[src/rdc_pkg.sv]
// Shared constants, codes and controller/datapath interface types for range_distinct_count.
package rdc_pkg;

    localparam int ELEMENT_DEPTH = 1024;
    localparam int VALUE_RANGE   = 1024;

    // Field widths of the transfer payload.
    localparam int IDX_W   = 10;
    localparam int VALUE_W = 10;
    localparam int TAG_W   = 16;

    localparam int ELEM_AW = $clog2(ELEMENT_DEPTH);
    localparam int VAL_AW  = $clog2(VALUE_RANGE);
    localparam int POS_W   = $clog2(ELEMENT_DEPTH) + 1;
    localparam int COUNT_W = $clog2(ELEMENT_DEPTH + 1);

    localparam logic ACTION_LOAD  = 1'b0;
    localparam logic ACTION_QUERY = 1'b1;

    typedef enum logic [2:0] {
        OP_GROW_LEFT,
        OP_GROW_RIGHT,
        OP_SHRINK_LEFT,
        OP_SHRINK_RIGHT,
        OP_LOAD_LEAVE,
        OP_LOAD_ENTER
    } op_t;

    typedef enum logic [2:0] {
        ST_CLEAR,
        ST_IDLE,
        ST_DECIDE,
        ST_COUNT_RD,
        ST_UPDATE,
        ST_ANSWER
    } state_t;

    typedef struct packed {
        logic capture;
        logic elem_rd;
        logic elem_wr;
        logic occ_rd;
        logic update;
        logic clr_wr;
        logic out_load;
        op_t  op;
    } ctrl_cmd_t;

    typedef struct packed {
        logic is_load;
        logic load_ok;
        logic in_window;
        logic inverted;
        logic start_gt_lo;
        logic end_lt_stop;
        logic start_lt_lo;
        logic end_gt_stop;
        logic clr_last;
        logic out_free;
    } ctrl_status_t;

endpackage

[src/rdc_ctrl.sv]
// Sequencing state machine for range_distinct_count.
module rdc_ctrl (
    input  logic                  clk,
    input  logic                  rst_n,
    input  logic                  in_valid,
    output logic                  in_ready,
    input  rdc_pkg::ctrl_status_t st,
    output rdc_pkg::ctrl_cmd_t    cmd
);

    rdc_pkg::state_t state_reg, state_next;
    rdc_pkg::op_t    op_reg, op_next;

    always_ff @(posedge clk or negedge rst_n)
    begin
        if (!rst_n)
        begin
            state_reg <= rdc_pkg::ST_CLEAR;
            op_reg    <= rdc_pkg::OP_GROW_LEFT;
        end
        else
        begin
            state_reg <= state_next;
            op_reg    <= op_next;
        end
    end

    always_comb
    begin
        state_next = state_reg;
        op_next    = op_reg;
        cmd        = '0;
        cmd.op     = op_reg;
        in_ready   = 1'b0;
        case (state_reg)
            rdc_pkg::ST_CLEAR:
            begin
                cmd.clr_wr = 1'b1;
                if (st.clr_last)
                begin
                    state_next = rdc_pkg::ST_IDLE;
                end
            end
            rdc_pkg::ST_IDLE:
            begin
                in_ready = 1'b1;
                if (in_valid)
                begin
                    cmd.capture = 1'b1;
                    state_next  = rdc_pkg::ST_DECIDE;
                end
            end
            rdc_pkg::ST_DECIDE:
            begin
                if (st.is_load)
                begin
                    if (!st.load_ok)
                    begin
                        state_next = rdc_pkg::ST_IDLE;
                    end
                    else if (st.in_window)
                    begin
                        // The old value leaves the counts before the new one enters.
                        cmd.op      = rdc_pkg::OP_LOAD_LEAVE;
                        cmd.elem_rd = 1'b1;
                        op_next     = rdc_pkg::OP_LOAD_LEAVE;
                        state_next  = rdc_pkg::ST_COUNT_RD;
                    end
                    else
                    begin
                        cmd.elem_wr = 1'b1;
                        state_next  = rdc_pkg::ST_IDLE;
                    end
                end
                else if (st.inverted)
                begin
                    state_next = rdc_pkg::ST_ANSWER;
                end
                else if (st.start_gt_lo || st.end_lt_stop || st.start_lt_lo || st.end_gt_stop)
                begin
                    // Growing moves take priority so that no count can underflow.
                    if (st.start_gt_lo)
                    begin
                        cmd.op = rdc_pkg::OP_GROW_LEFT;
                    end
                    else if (st.end_lt_stop)
                    begin
                        cmd.op = rdc_pkg::OP_GROW_RIGHT;
                    end
                    else if (st.start_lt_lo)
                    begin
                        cmd.op = rdc_pkg::OP_SHRINK_LEFT;
                    end
                    else
                    begin
                        cmd.op = rdc_pkg::OP_SHRINK_RIGHT;
                    end
                    cmd.elem_rd = 1'b1;
                    op_next     = cmd.op;
                    state_next  = rdc_pkg::ST_COUNT_RD;
                end
                else
                begin
                    state_next = rdc_pkg::ST_ANSWER;
                end
            end
            rdc_pkg::ST_COUNT_RD:
            begin
                cmd.occ_rd = 1'b1;
                state_next = rdc_pkg::ST_UPDATE;
            end
            rdc_pkg::ST_UPDATE:
            begin
                cmd.update = 1'b1;
                case (op_reg)
                    rdc_pkg::OP_LOAD_LEAVE:
                    begin
                        cmd.elem_wr = 1'b1;
                        op_next     = rdc_pkg::OP_LOAD_ENTER;
                        state_next  = rdc_pkg::ST_COUNT_RD;
                    end
                    rdc_pkg::OP_LOAD_ENTER:
                    begin
                        state_next = rdc_pkg::ST_IDLE;
                    end
                    default:
                    begin
                        state_next = rdc_pkg::ST_DECIDE;
                    end
                endcase
            end
            rdc_pkg::ST_ANSWER:
            begin
                if (st.out_free)
                begin
                    cmd.out_load = 1'b1;
                    state_next   = rdc_pkg::ST_IDLE;
                end
            end
            default:
            begin
                state_next = rdc_pkg::ST_IDLE;
            end
        endcase
    end

endmodule

[config.mk]
export PLATFORM = sky130hd
export DESIGN_NAME = rdc_ctrl
export DESIGN_NICKNAME = d
export VERILOG_FILES = /design/src/rdc_pkg.sv /design/src/rdc_ctrl.sv
export SDC_FILE = /design/constraint.sdc
export NUM_CORES = 1
export LEC_CHECK = 0
export BUFFER_PORTS_ARGS = -buffer_cell sky130_fd_sc_hd__buf_2
export CORE_AREA = 8 8 45 47
export CTS_CLUSTER_DIAMETER = 80
export DETAILED_ROUTE_END_ITERATION = 12
export DIE_AREA = 0 0 53 55
export GPL_ROUTABILITY_DRIVEN = 0
export GPL_TIMING_DRIVEN = 0
export PLACE_DENSITY = 0.76
export SYNTH_ARGS = -nofsm -noshare
export SYNTH_HDL_FRONTEND = slang
export SYNTH_SLANG_ARGS = --single-unit
[constraint.sdc]
create_clock -name clk -period 2.5 [get_ports clk]
set_input_delay 0.5 -clock clk [delete_from_list [all_inputs] [get_ports clk]]
set_output_delay 0.5 -clock clk [all_outputs]
set_load 0.1 [all_outputs]
; After elaboration in Yosys (flattened, before gate mapping)
; Index checks and enable logic that the tools add are counted.
[totals]
register_bits = 6
word_cells = 59
out_inout_bits = 11
in_bits = 13
[op_classes]
eq_ne = 11
n_reduce_logical = 7
mux = 39
[op_table]
columns = operator, n
row1 = 3-bit 2-to-1 mux, 13
row2 = 3-bit case mux with 6 select lines, 1
row3 = 1-bit 2-to-1 mux, 17
row4 = 3-bit == test (second input constant), 4
row5 = 2-bit 2-to-1 mux, 5
row6 = 3-bit by 2-bit == test with 1-bit output (second input constant), 2
row7 = 2-bit inequality test (second input constant), 3
row8 = 3-bit case mux with 2 select lines, 1
row9 = 2-bit case mux with 2 select lines, 1
row10 = 3-bit by 1-bit == test with 1-bit output (second input constant), 1
row11 = 3-bit zero test, 1
row12 = 1-bit logical OR, 3
row13 = 3-bit AND reduction, 1
row14 = 2-bit by 1-bit inequality test with 1-bit output (second input constant), 1
row15 = 1-bit case mux with 2 select lines, 1
row16 = 2-bit AND reduction, 1
row17 = 2-bit nonzero test, 1

; Logic depth before layout (Yosys ltp)
[logic_depth]
depth_word = 7
depth_mapped = 5
mapped_depth_nobuf = 4

; Worst setup path before layout
; Ideal clock, no wire load.
[synth_timing]
kind = reg2out
start = register state_reg[2]
end = output port cmd[7] (netlist name)
arrival_ps = 3148
stages_incl_launch_ff = 4
slack_ps = -1148
cell_sequence = dfrtp_1 -> buf_2 -> or3b_4 -> o31ai_1
[synth_rtl]
columns = element, line_no
row1 = from (decl), rdc_ctrl.sv:11  ; rdc_pkg::state_t state_reg, state_next;
row2 = from (signal assigned), rdc_ctrl.sv:18  ; state_reg <= rdc_pkg::ST_CLEAR;
row3 = from (signal assigned), rdc_ctrl.sv:23  ; state_reg <= state_next;
row4 = to (decl), rdc_ctrl.sv:8  ; output rdc_pkg::ctrl_cmd_t cmd

==> reports/results.ini <==
[status]
outcome=complete, but fails checks
violations=negative setup slack

[synthesis]
synth_seq_cells=6
syn_nets=74
seq_area_frac_synth_pct=31.0
synth-edff-count=0
synthFlopType=dfrtp_1
synth_warnings=0
async_flop_share_pct=100
postSynthAreaPerCell_um2=7.94
syn_area_um2=484
synth_top_area_cell=dfrtp_1
yosysTopAreaCellShare_pct=31.0
syn_inst=61
ys_types=30
synthTopCellsByArea=dfrtp_1 (31%), nor2_1 (6.2%), o31ai_1 (4.7%), nand2_1 (3.9%), o2bb2ai_1 (3.6%)

[critical_path]
rr_worst_depth=5
cp_num_cells=5
crit_buf_inv=2
r2r-start=state_reg[2]$_DFFE_PN0P_
endpoint_kind=output pin
cp_top_family=simple AND/OR/NAND/NOR gates
startpoint=state_reg[2]$_DFFE_PN0P_
cp.required_ns=2.00
critical_path_class=reg2out
crit_slowest_cell=or3_4
max_stage_delay_ns=0.42
path_cells=buf_6 -> or3b_4 -> or3_4 -> a22oi_2 -> buf_12
arrival_ns=2.01
worstSetupStartpointType=register
path_max_fanout=5

[floorplanning]
core_area_um2=1380
die_area_um2=2920
io_pins=24
die_w_um=53
die_h_um=55
initial_core_util_pct=35.0
num_rows=14

[drt]
first_iter_violations=4
viasPerCell=5.16
routed-via-count=552
routed_wirelength_mm=1.39
drc=0
wl_per_cell_um=13.0
postRouteAntennaNets=0
firstDrtPassIters=4

[placement]
dp.cells=100
place.port_buffers=23
place_area_um2=648
dp_hpwl_mm=1.11

[timing]
hold_violations=0
setup_violations=1
skew_ns=0.00415
grt_setup_unrepaired=true
maxSlewViolCount=0
max_freq_mhz=399
worst_slack_ns=-0.00795
tightest_slew_ns=0.488
fin_crit_ns=2.51
period_share_pct=100
slew_headroom_pct=67.7

[cts]
cts_made_buffers=3
htree_levels=1
insertion_delay_ns=0.24
cts_tree=done
cts_sinks=6
holdBufCountCts=0
clk_pin_slew_worst_paths_ns=0.04
root_buffer=clkbuf_4
clock_path_buffers=2

[grt]
grt_usage_pct=10.5
overflow=0
antenna_found_initial=0
grt_pass1_vias=526
grt_max_degree=11
grt_pass1_wl_mm=2.29

[cells_and_area]
area_growth_pct=52.2
antenna_cells=0
drive_above_1_share_pct=46.2
fin_cells=107
final_cell_mix=buf_2 (18), nor2_1 (7), clkbuf_4 (6), dfrtp_1 (6), nand2_1 (5)
nFillCells=143
nNetsFinal=106
mostFrequentLayoutCell=buf_2
design_area_um2=737

[pwr]
vdd_drop_max_mv=0.591
cellLeakagePower_uw=0.000337
power_density_nw_per_um2=1450

[worst_hold_path]
hp-class=in2async

[run]
max_cap_violations=0

-- worst reg2reg max path, stage by stage (launching register included) --
cell and delay [ns]:
dfrtp_1 0.36, buf_6 0.12, or3b_4 0.41, or3_4 0.42, a21oi_2 0.18, nor2_1 0.06
-- layout make-up --
type | instances | area, µm² | area share (%)
timing repair buffer | 27 | 178 | 24.1
tap | 16 | 20.0 | 2.72
inverter | 3 | 11.3 | 1.53
clock buffer | 3 | 22.5 | 3.06
sequential | 6 | 150 | 20.4
multi-input combinational | 50 | 340 | 46.2
buffer | 2 | 15.0 | 2.04
-- final timing paths --
path,end,slack [ns]
worst max-delay path,cmd[1],-0.008
worst min-delay path,state_reg[2]$_DFFE_PN0P_,0.07
worst max register to register,op_reg[2]$_DFFE_PN0P_,0.82
worst min register to register,op_reg[0]$_DFFE_PN0P_,0.59
max in group asynchronous,op_reg[2]$_DFFE_PN0P_,2.29
min in group clk,state_reg[2]$_DFFE_PN0P_,0.58
-- per-layer routing --
metal  vias up  wire (µm)  global-route usage [%]
li1        286          -                       -
met1       248        560                    10.9
met2        18        700                    18.0
met3         0        131                    5.35
met4         0          0                    3.88
met5         -          0                       0
-- kinds of logic (layout without fill, tap and decap cells) --
logic type | count (synthesis) | after routing | share of synthesized area, %
muxes | 2 | 2 | 4.39
and+or+nand+nor | 28 | 28 | 31.3
AOI/OAI and AO/OA | 20 | 20 | 29.2
buffers and inverters | 5 | 35 | 4.13
DFF | 6 | 6 | 31.0
-- power by group --
group,total [µW],leakage [µW],switching [µW],internal [µW]
clock network,85.1,0.0000138,31.1,54.0
registers,169,0.0000779,36.1,132
logic,812,0.000245,582,230
-- cell usage after synthesis (2+ instances only) --
| master | number |
|---|---|
| a21oi_1 | 3 |
| o31ai_1 | 3 |
| o21ai_0 | 3 |
| nor3_1 | 3 |
| o2bb2ai_1 | 2 |
| dfrtp_1 | 6 |
| inv_1 | 3 |
| o21bai_1 | 2 |
| nor2_1 | 8 |
| nor2b_1 | 2 |
| and2_1 | 2 |
| a22oi_1 | 2 |
| nand2_1 | 5 |
-- repair_timing --
| action | in CTS | in global routing |
|---|---|---|
| endpoints found under the hold margin | 0 | 0 |
| setup endpoints to repair | 2 | 4 |
| pin swaps | 0 | 3 |
| buffers inserted | 0 | 4 |
| resized for setup | 6 | 5 |
-- per-stage QoR --
| step | worst slack, ns | power, µW | hold slack, ns | util (%) | TNS (ns) |
|---|---|---|---|---|---|
| floorplan | -0.289 | 808 | 0.204 | - | -0.482 |
| global placement | 0.0962 | 915 | 0.325 | 46.8 | 0 |
| detailed placement | 0.0927 | 923 | 0.325 | 46.8 | 0 |
| CTS | 0.00204 | 1020 | 0.0671 | 50.0 | 0 |
| global route | -0.0825 | 1130 | 0.0593 | 53.3 | -0.126 |
| finish | -0.00795 | 1070 | 0.0685 | 53.3 | -0.00795 |
No activity file was read; power rests on OpenSTA's default activity.
